**src/rtl/core/c3dc_pkg.sv**
```systemverilog
package c3dc_pkg;

  // Line store geometry
  localparam int MAX_WIDTH = 1024;
  localparam int ADDR_W    = $clog2(MAX_WIDTH);

  // Fixed field widths
  localparam int PIX_W  = 8;
  localparam int COEF_W = 8;
  localparam int ROW_W  = 24;
  localparam int DIV_W  = 10;
  localparam int IW_W   = 11;
  localparam int IH_W   = 16;
  localparam int IDX_W  = 3;

  // Weighted sum: 9 * 255 * 128 needs 19 magnitude bits plus sign and margin
  localparam int PROD_W = PIX_W + 1 + COEF_W;
  localparam int ACC_W  = 21;
  localparam int QUO_W  = 19;
  localparam int TAPS   = 9;
  localparam int CNT_W  = 5;

  // Register indexes
  localparam logic [IDX_W-1:0] REG_COEF_ROW0    = 3'd0;
  localparam logic [IDX_W-1:0] REG_COEF_ROW1    = 3'd1;
  localparam logic [IDX_W-1:0] REG_COEF_ROW2    = 3'd2;
  localparam logic [IDX_W-1:0] REG_DIVISOR      = 3'd3;
  localparam logic [IDX_W-1:0] REG_IMAGE_WIDTH  = 3'd4;
  localparam logic [IDX_W-1:0] REG_IMAGE_HEIGHT = 3'd5;

  typedef struct packed {
    logic [ROW_W-1:0] coef_row0;
    logic [ROW_W-1:0] coef_row1;
    logic [ROW_W-1:0] coef_row2;
    logic [DIV_W-1:0] divisor;
    logic [IW_W-1:0]  image_width;
    logic [IH_W-1:0]  image_height;
  } cfg_t;

  // Controller to datapath
  typedef struct packed {
    logic       accept;
    logic       shift;
    logic       mac_mul;
    logic       mac_add;
    logic [3:0] mac_idx;
    logic       div_load;
    logic       div_step;
    logic       load_out;
  } cmd_t;

  // Datapath to controller
  typedef struct packed {
    logic interior;
    logic neg;
    logic out_free;
  } sts_t;

  // Pick the signed coefficient of one tap, row-major
  function automatic logic signed [COEF_W-1:0] coef_at(cfg_t cfg, logic [3:0] idx);
    logic signed [COEF_W-1:0] c;
    c = '0;
    unique case (idx)
      4'd0:    c = cfg.coef_row0[7:0];
      4'd1:    c = cfg.coef_row0[15:8];
      4'd2:    c = cfg.coef_row0[23:16];
      4'd3:    c = cfg.coef_row1[7:0];
      4'd4:    c = cfg.coef_row1[15:8];
      4'd5:    c = cfg.coef_row1[23:16];
      4'd6:    c = cfg.coef_row2[7:0];
      4'd7:    c = cfg.coef_row2[15:8];
      4'd8:    c = cfg.coef_row2[23:16];
      default: c = '0;
    endcase
    return c;
  endfunction

endpackage

```
**src/rtl/core/c3dc_ctrl.sv**
```systemverilog
module c3dc_ctrl (
  input  logic            clk,
  input  logic            rst_n,
  input  logic            in_tvalid,
  output logic            in_tready,
  input  c3dc_pkg::sts_t  sts,
  output c3dc_pkg::cmd_t  cmd
);
  import c3dc_pkg::*;

  localparam logic [2:0] S_IDLE  = 3'd0;
  localparam logic [2:0] S_SHIFT = 3'd1;
  localparam logic [2:0] S_MAC   = 3'd2;
  localparam logic [2:0] S_PREP  = 3'd3;
  localparam logic [2:0] S_DIV   = 3'd4;
  localparam logic [2:0] S_OUT   = 3'd5;

  localparam logic [CNT_W-1:0] MAC_LAST = CNT_W'(TAPS);
  localparam logic [CNT_W-1:0] DIV_LAST = CNT_W'(QUO_W - 1);

  logic [2:0]       state_r, state_nxt;
  logic [CNT_W-1:0] cnt_r, cnt_nxt;

  assign in_tready = (state_r == S_IDLE);

  // Sequence one request through shift, multiply-accumulate, divide and output
  always_comb begin
    state_nxt    = state_r;
    cnt_nxt      = cnt_r;
    cmd          = '0;
    cmd.mac_idx  = cnt_r[3:0];
    unique case (state_r)
      S_IDLE: begin
        if (in_tvalid) begin
          cmd.accept = 1'b1;
          state_nxt  = S_SHIFT;
        end
      end
      S_SHIFT: begin
        cmd.shift = 1'b1;
        cnt_nxt   = '0;
        state_nxt = sts.interior ? S_MAC : S_IDLE;
      end
      S_MAC: begin
        cmd.mac_mul = (cnt_r < MAC_LAST);
        cmd.mac_add = (cnt_r != '0);
        if (cnt_r == MAC_LAST) begin
          state_nxt = S_PREP;
        end else begin
          cnt_nxt = cnt_r + 1'b1;
        end
      end
      S_PREP: begin
        cmd.div_load = 1'b1;
        cnt_nxt      = '0;
        state_nxt    = sts.neg ? S_OUT : S_DIV;
      end
      S_DIV: begin
        cmd.div_step = 1'b1;
        if (cnt_r == DIV_LAST) begin
          state_nxt = S_OUT;
        end else begin
          cnt_nxt = cnt_r + 1'b1;
        end
      end
      S_OUT: begin
        if (sts.out_free) begin
          cmd.load_out = 1'b1;
          state_nxt    = S_IDLE;
        end
      end
      default: state_nxt = S_IDLE;
    endcase
  end

  always_ff @(posedge clk) begin
    if (!rst_n) begin
      state_r <= S_IDLE;
      cnt_r   <= '0;
    end else begin
      state_r <= state_nxt;
      cnt_r   <= cnt_nxt;
    end
  end

endmodule

```
**config.mk**
```make
export PLATFORM = sky130hd
export DESIGN_NAME = c3dc_ctrl
export DESIGN_NICKNAME = d
export VERILOG_FILES = /design/src/rtl/core/c3dc_pkg.sv /design/src/rtl/core/c3dc_ctrl.sv
export SDC_FILE = /design/constraint.sdc
export NUM_CORES = 1
export LEC_CHECK = 0
export ABC_AREA = 1
export BUFFER_PORTS_ARGS = -buffer_cell sky130_fd_sc_hd__buf_2
export CAP_MARGIN = 20
export CORE_MARGIN = 5
export CORE_UTILIZATION = 50
export CTS_CLUSTER_DIAMETER = 150
export CTS_CLUSTER_SIZE = 40
export DETAILED_ROUTE_END_ITERATION = 7
export PLACE_DENSITY_LB_ADDON = 0.15
export SETUP_SLACK_MARGIN = 0.15
export SLEW_MARGIN = 20
export SYNTH_ARGS = -nofsm -noshare
export SYNTH_HDL_FRONTEND = slang
export SYNTH_SLANG_ARGS = --single-unit
```
**constraint.sdc**
```tcl
create_clock -name clk -period 2.2 [get_ports clk]
set_clock_uncertainty 0.05 [all_clocks]
set_input_delay 0.22 -clock clk [delete_from_list [all_inputs] [get_ports clk]]
set_output_delay 0.22 -clock clk [all_outputs]
set_load 0.005 [all_outputs]
```
==> impl_metrics.csv, run 1 <==
group,metric,value,unit
run_status,status,"finished clean",
critical_path,r2r_end,"cnt_r[0]",
clocking,cts_setup_buffers,0,
critical_path,reg2regPathDepth,10,
timing,drv_slew,0,
synthesis,syn_nets,121,
grt,grt_max_degree,10,
timing,rsz0062_at_grt,"false",
timing,tightest_slew,0.368,ns
critical_path,path_cells,"inv_4 > nand2_2 > nor2_2 > inv_1 > nor3_1 > buf_2",
critical_path,worst_ep_required_time,1.93,ns
die,die_area,2280,µm²
clocking,clockBufferDepth,2,
run,maxCapViolations,0,
layout,drive_above_1_share,31.0,%
grt,grt_pass1_wl,2.66,mm
synthesis,netlist_area,713,µm²
die,pin_count,18,
routing,vias,699,
timing,setup-tns-final,0,ns
layout,syn_to_final_growth,12.8,%
layout,multi_input_area,448,µm²
timing,finalCritPeriodShare,73.4,%
clocking,cts_resized,0,
hold_path,hold_end,"state_r[1]",
timing,fmax,619,MHz
layout,fillCellCount,128,
timing,slew_headroom,75.4,%
routing,drt_iter0_drc,17,
clocking,clk_pin_slew,0.06,ns
routing,antenna_left,0,
grt,grt_overflow,0,
timing,hold_viol,0,
critical_path,cp_max_fo,8,
clocking,cts_max_level,1,
place,io_buffers,17,
synthesis,yosys.area_share.simple,48.1,%
pwr,power.leakage,0.425,nW
clocking,hold_buffers,0,
place,dp_cells,138,
pwr,pwr_density_cell,1170,nW/µm²
layout,fin_cells,141,
layout,antenna_cells,0,
die,start_util,54.1,%
hold_path,hold_start,"sts[2]",
critical_path,cp_data_arrival_time,1.35,ns
critical_path,max_stage_delay,0.36,ns
die,die_h,47.8,µm
synthesis,synthXorXnorAreaFrac,0,%
die,die_w,47.8,µm
routing,wire_per_inst,10.9,µm
critical_path,crit_buf_inv,3,
routing,remaining_drc_errors,0,
routing,wirelength,1.53,mm
clocking,numCtsBuffers,3,
grt,grt_pass1_vias,606,
layout,nets,138,
synthesis,synth_top_family_by_area,"simple AND/OR/NAND/NOR gates",
clocking,clockRootBuffer,"clkbuf_4",
timing,setup_viol,0,
critical_path,r2r_start,"cnt_r[0]",
synthesis,netlist_instances,111,
synthesis,synth_warnings,0,
synthesis,ys_seq_area_share,22.5,%
die,rows,13,
hold_path,min_path_cells,3,
synthesis,synthAdderAreaFrac,7.02,%
critical_path,crit_type,"reg -> out",
synthesis,synth-seq-cells,8,
die,core,1320,µm²
clocking,cts_tree,"yes",
synthesis,synth.area.mux_share,0,%
critical_path,startpoint_type,"flip-flop",
critical_path,reg2reg_slack,0.66,ns
critical_path,cp-end-kind,"output pin",
pwr,vdd.ir_drop.worst,0.000581,V
clocking,cts.sinks,8,
hold_path,hp-class,"in -> reg",
grt,grt_usage,16.6,%
grt,antenna_found_initial,0,
clocking,clock_latency,0.26,ns
critical_path,cpMaxStageDelayCell,"dfxtp_1",
routing,drtPass1Iterations,4,
place,gp_congestion,0.838,
layout,seq_area,160,µm²
synthesis,synth-compound-area-share,7.72,%
place,dp_hpwl,1.21,mm
routing,vias_per_cell,4.96,
synthesis,synth.avg_cell_area,6.43,µm²
synthesis,synth_cell_types,24,
critical_path,crit_family,"buffers and inverters",
timing,fin_crit,1.62,ns
==> sequential cells by signal, indices dropped and copies added (netlist names) <==
| name | flops |
|---|---|
| cnt_r | 5 |
| state_r | 3 |
==> logic make-up after synthesis <==
family / after synthesis
buffers and inverters: 23
adder cells (fa/ha/maj): 4
flip-flops: 8
AO/OA/AOI/OAI: 9
AND/OR/NAND/NOR: 67
==> report_power, final <==
group / switching [mW] / leakage (nW) / internal (mW)
Combinational: 0.346 / 0.345 / 0.217
Sequential: 0.0742 / 0.0659 / 0.189
Clock: 0.0513 / 0.0138 / 0.0625
==> per-stage QoR <==
stage | cell area (µm²) | util (%) | worst slack, ns | hold WS, ns | power, mW
2_1_floorplan | 713 | - | 0.800 | 0.290 | 0.707
3_3_place_gp | 782 | 59.4 | 0.737 | 0.421 | 0.825
3_5_place_dp | 782 | 59.4 | 0.683 | 0.429 | 0.826
4_1_cts | 805 | 61.1 | 0.567 | 0.153 | 0.946
5_1_grt | 805 | 61.1 | 0.419 | 0.174 | 1.05
6_report | 805 | 61.1 | 0.584 | 0.153 | 0.939
==> Yosys cell counts <==
cell type,instances,area [µm²]
nand2_1,21,78.8
nor2_1,17,63.8
inv_1,15,56.3
nand3_1,11,55.1
dfxtp_1,8,160
nand2_2,5,31.3
buf_4,4,30.0
ha_1,4,50.1
nand2_4,4,45.0
a21oi_1,3,15.0
inv_2,2,7.51
nor2_2,2,12.5
nor2_4,2,22.5
nor3_1,2,10.0
o21ai_0,2,10.0
a21oi_2,1,8.76
a31oi_1,1,6.26
buf_2,1,5.00
inv_4,1,6.26
nand3_2,1,10.0
nand4_1,1,6.26
nor3b_1,1,7.51
o21ai_2,1,8.76
o22ai_1,1,6.26
==> cells in the final DEF (no fill, tap or decap) <==
master / Yosys / layout
a21oi_1: 3 / 3
a21oi_2: 1 / 1
a31oi_1: 1 / 1
buf_2: 1 / 17
clkbuf_4: 0 / 3
dfxtp_1: 8 / 8
ha_1: 4 / 4
inv_1: 15 / 15
inv_2: 2 / 2
inv_4: 1 / 1
nand2_1: 21 / 21
nand2_2: 5 / 5
nand2_4: 4 / 4
nand3_1: 11 / 11
nand3_2: 1 / 1
nand4_1: 1 / 1
nor2_1: 17 / 17
nor2_2: 2 / 2
nor2_4: 2 / 2
nor3_1: 2 / 2
nor3b_1: 1 / 1
o21ai_0: 2 / 2
o21ai_2: 1 / 1
o22ai_1: 1 / 1
==> metal layers <==
| metal | GRT usage, % | vias up | routed length (µm) |
|---|---|---|---|
| li1 | - | 370 | - |
| met1 | 24.8 | 305 | 788 |
| met2 | 22.2 | 21 | 636 |
| met3 | 3.38 | 3 | 80 |
| met4 | 8.06 | 0 | 25 |
| met5 | 0 | - | 0 |
==> worst max-delay path by stage <==
stage,depth (start not counted),startpoint,slack [ns],to
2_1_floorplan,10,cnt_r[0],0.80,cnt_r[0]
3_3_place_gp,10,cnt_r[0],0.74,cnt_r[0]
3_5_place_dp,10,cnt_r[0],0.68,cnt_r[0]
4_1_cts,6,state_r[2],0.57,cmd[8]
5_1_grt,6,state_r[2],0.42,cmd[8]
6_report,6,state_r[2],0.58,cmd[8]
==> worst min-delay path: stages <==
cell and delay, ns:
buf_2 0.09, nand2_1 0.05, a21oi_1 0.05
==> cell type report <==
class                      instances  area share (%)
inverter                          18            8.71
clock buffer                       3            2.80
timing repair buffer              17            10.6
multi-input combinational         80            55.7
sequential                         8            19.9
tap                               15            2.33
Power figures use the tool's default switching activity.
==> run 2, diff against run 1 <==
--- a/config.mk
+++ b/config.mk
@@ -9,7 +9,7 @@
 export BUFFER_PORTS_ARGS = -buffer_cell sky130_fd_sc_hd__buf_2
 export CAP_MARGIN = 20
 export CORE_MARGIN = 5
-export CORE_UTILIZATION = 50
+export CORE_UTILIZATION = 46
 export CTS_CLUSTER_DIAMETER = 150
 export CTS_CLUSTER_SIZE = 40
 export DETAILED_ROUTE_END_ITERATION = 7
==> constraint.sdc (replaced) <==
create_clock -name clk -period 1.3 [get_ports clk]
set_clock_uncertainty 0.05 [all_clocks]
set_input_delay 0.13 -clock clk [delete_from_list [all_inputs] [get_ports clk]]
set_output_delay 0.13 -clock clk [all_outputs]
set_load 0.005 [all_outputs]
==> run 2 against run 1 <==
Effect of this change: cell area is 41% higher; worst setup slack worse by 0.69 ns; the flow now finishes with violations (negative setup slack); global-route usage is 0.54 points higher; critical endpoint is now cmd[7].
==> impl_metrics.csv, run 2 (synthesized netlist as in run 1, its figures left out) <==
group,metric,value,unit
grt,grt_overflow,0,
routing,remaining_drc_errors,0,
clocking,cts.sinks,8,
routing,vias,848,
pwr,combPwrFrac,70.7,%
layout,fillCellCount,112,
clocking,clock_latency,0.26,ns
critical_path,cp_data_arrival_time,1.23,ns
grt,met2_usage,26.6,%
die,die_area,2440,µm²
pwr,vdd.ir_drop.worst,0.00112,V
grt,busiest_layer,"met2",
layout,antenna_cells,0,
layout,reg_top3,"cnt_r (5), state_r (3)",
timing,slew_headroom,85.8,%
die,die_w,49.4,µm
place,place_area,852,µm²
routing,drt_iter0_drc,20,
grt,grt.met1_usage,22.9,%
grt,grt_max_degree,8,
pwr,power.leakage,0.547,nW
pwr,p_sw_share,47.5,%
clocking,hold_buffers,0,
critical_path,crit_type,"reg -> out",
critical_path,cp-end-kind,"output pin",
layout,regMostFlops,"cnt_r",
run,maxCapViolations,0,
routing,vias_per_cell,5.20,
timing,fmax,711,MHz
clocking,clockRootBuffer,"clkbuf_4",
pwr,p_int,1.21,mW
timing,rsz0062_at_grt,"true",
timing,setup_viol,9,
place,gp_congestion,0.822,
die,pin_count,18,
place,dp_hpwl,1.34,mm
clocking,clockBufferDepth,2,
layout,syn_to_final_growth,59.3,%
clocking,clk_pin_slew,0.06,ns
grt,grt_usage,17.2,%
layout,largest_reg_flops,5,
clocking,cts_tree,"yes",
timing,drv_slew,0,
place,io_buffers,17,
grt,antenna_found_initial,0,
die,start_util,47.9,%
pwr,pwr_density_cell,2030,nW/µm²
routing,drtPass1Iterations,4,
run_status,status,"finished with violations",
timing,tightest_slew,0.213,ns
grt,grt_pass1_wl,3.46,mm
pwr,p_seq_share,20.5,%
timing,finalCritPeriodShare,108,%
layout,drive_above_1_share,62.6,%
layout,fin_area,1140,µm²
grt,grt_pass1_vias,784,
die,rows,14,
critical_path,cp_max_fo,3,
critical_path,worst_ep_required_time,1.12,ns
timing,finalWorstSetupSlack,-0.106,ns
layout,layout_common_cells,"nand2_1, buf_2, buf_4, nor2_1, nand3_1",
die,core,1490,µm²
hold_path,hp-class,"in -> reg",
routing,wirelength,2.13,mm
run_status,violations,"negative setup slack",
critical_path,startpoint_type,"flip-flop",
die,die_h,49.4,µm
pwr,p_sw,1.09,mW
layout,nets,158,
routing,wire_per_inst,13.1,µm
layout,final_util,76.3,%
grt,use_met3,3.98,%
routing,antenna_left,0,
timing,hold_viol,0,
clocking,numCtsBuffers,3,
pwr,clkPwrFrac,8.8,%
clocking,cts_max_level,1,
timing,fin_crit,1.41,ns
==> run 2: cell count changes in the layout (fill, tap and decap cells not counted), sizes merged <==
cell | previous run | this run
clkbuf | 3 | 4
buf | 17 | 37
==> run 2: final timing paths <==
path                            startpoint         end  slack, ns  cells past startpoint
worst max-delay path              cnt_r[1]      cmd[7]      -0.11                      5
worst min-delay path                sts[2]  state_r[1]       0.08                      3
worst max register to register    cnt_r[0]    cnt_r[2]      -0.10                      8
worst min register to register    cnt_r[2]    cnt_r[2]       0.47                      2
==> run 2: worst max-delay path: stages (launching register included) <==
cell,delay [ns]
dfxtp_4,0.36
inv_2,0.05
buf_6,0.12
ha_4,0.14
a31oi_1,0.15
buf_2,0.15
==> run 2: layer usage <==
metal | up-vias | wire length [µm]
met4 | 0 | 47
met1 | 387 | 969
met2 | 37 | 986
li1 | 417 | -
met3 | 7 | 130
met5 | - | 0
==> run 2: stage by stage <==
step	setup TNS (ns)	instances	setup slack, ns	hold slack [ns]	power, mW
5_1_grt	-1.44	163	-0.183	0.0977	2.50
3_5_place_dp	-0.0322	145	-0.0205	0.346	1.54
4_1_cts	-0.541	157	-0.0904	0.0692	2.03
3_3_place_gp	0	145	0.00411	0.351	1.52
6_report	-0.635	163	-0.106	0.0760	2.30
2_1_floorplan	0	111	0.0594	0.196	1.25
==> run 2: what timing repair did <==
item                       4_1_cts  5_1_grt
setup endpoints to repair       16       17
pin swaps                       13        7
hold endpoints to repair         0        0
buffers inserted                 8        6
resized for setup               27       21
==> run 2: power groups by stage <==
stage / sequential, mW / clock (mW) / combinational, mW
detailed placement: 0.465 / 0 / 1.07
floorplan: 0.436 / 0 / 0.811
CTS: 0.464 / 0.215 / 1.35
global placement: 0.458 / 0 / 1.07
global route: 0.486 / 0.232 / 1.78
finish: 0.471 / 0.203 / 1.63
==> run 2: cell type report <==
cell class	count	area, µm²	area share, %
tap	16	20.0	1.76
sequential	8	179	15.7
inverter	18	75.1	6.61
timing repair buffer	37	270	23.8
clock buffer	4	26.3	2.31
multi-input combinational	80	566	49.8
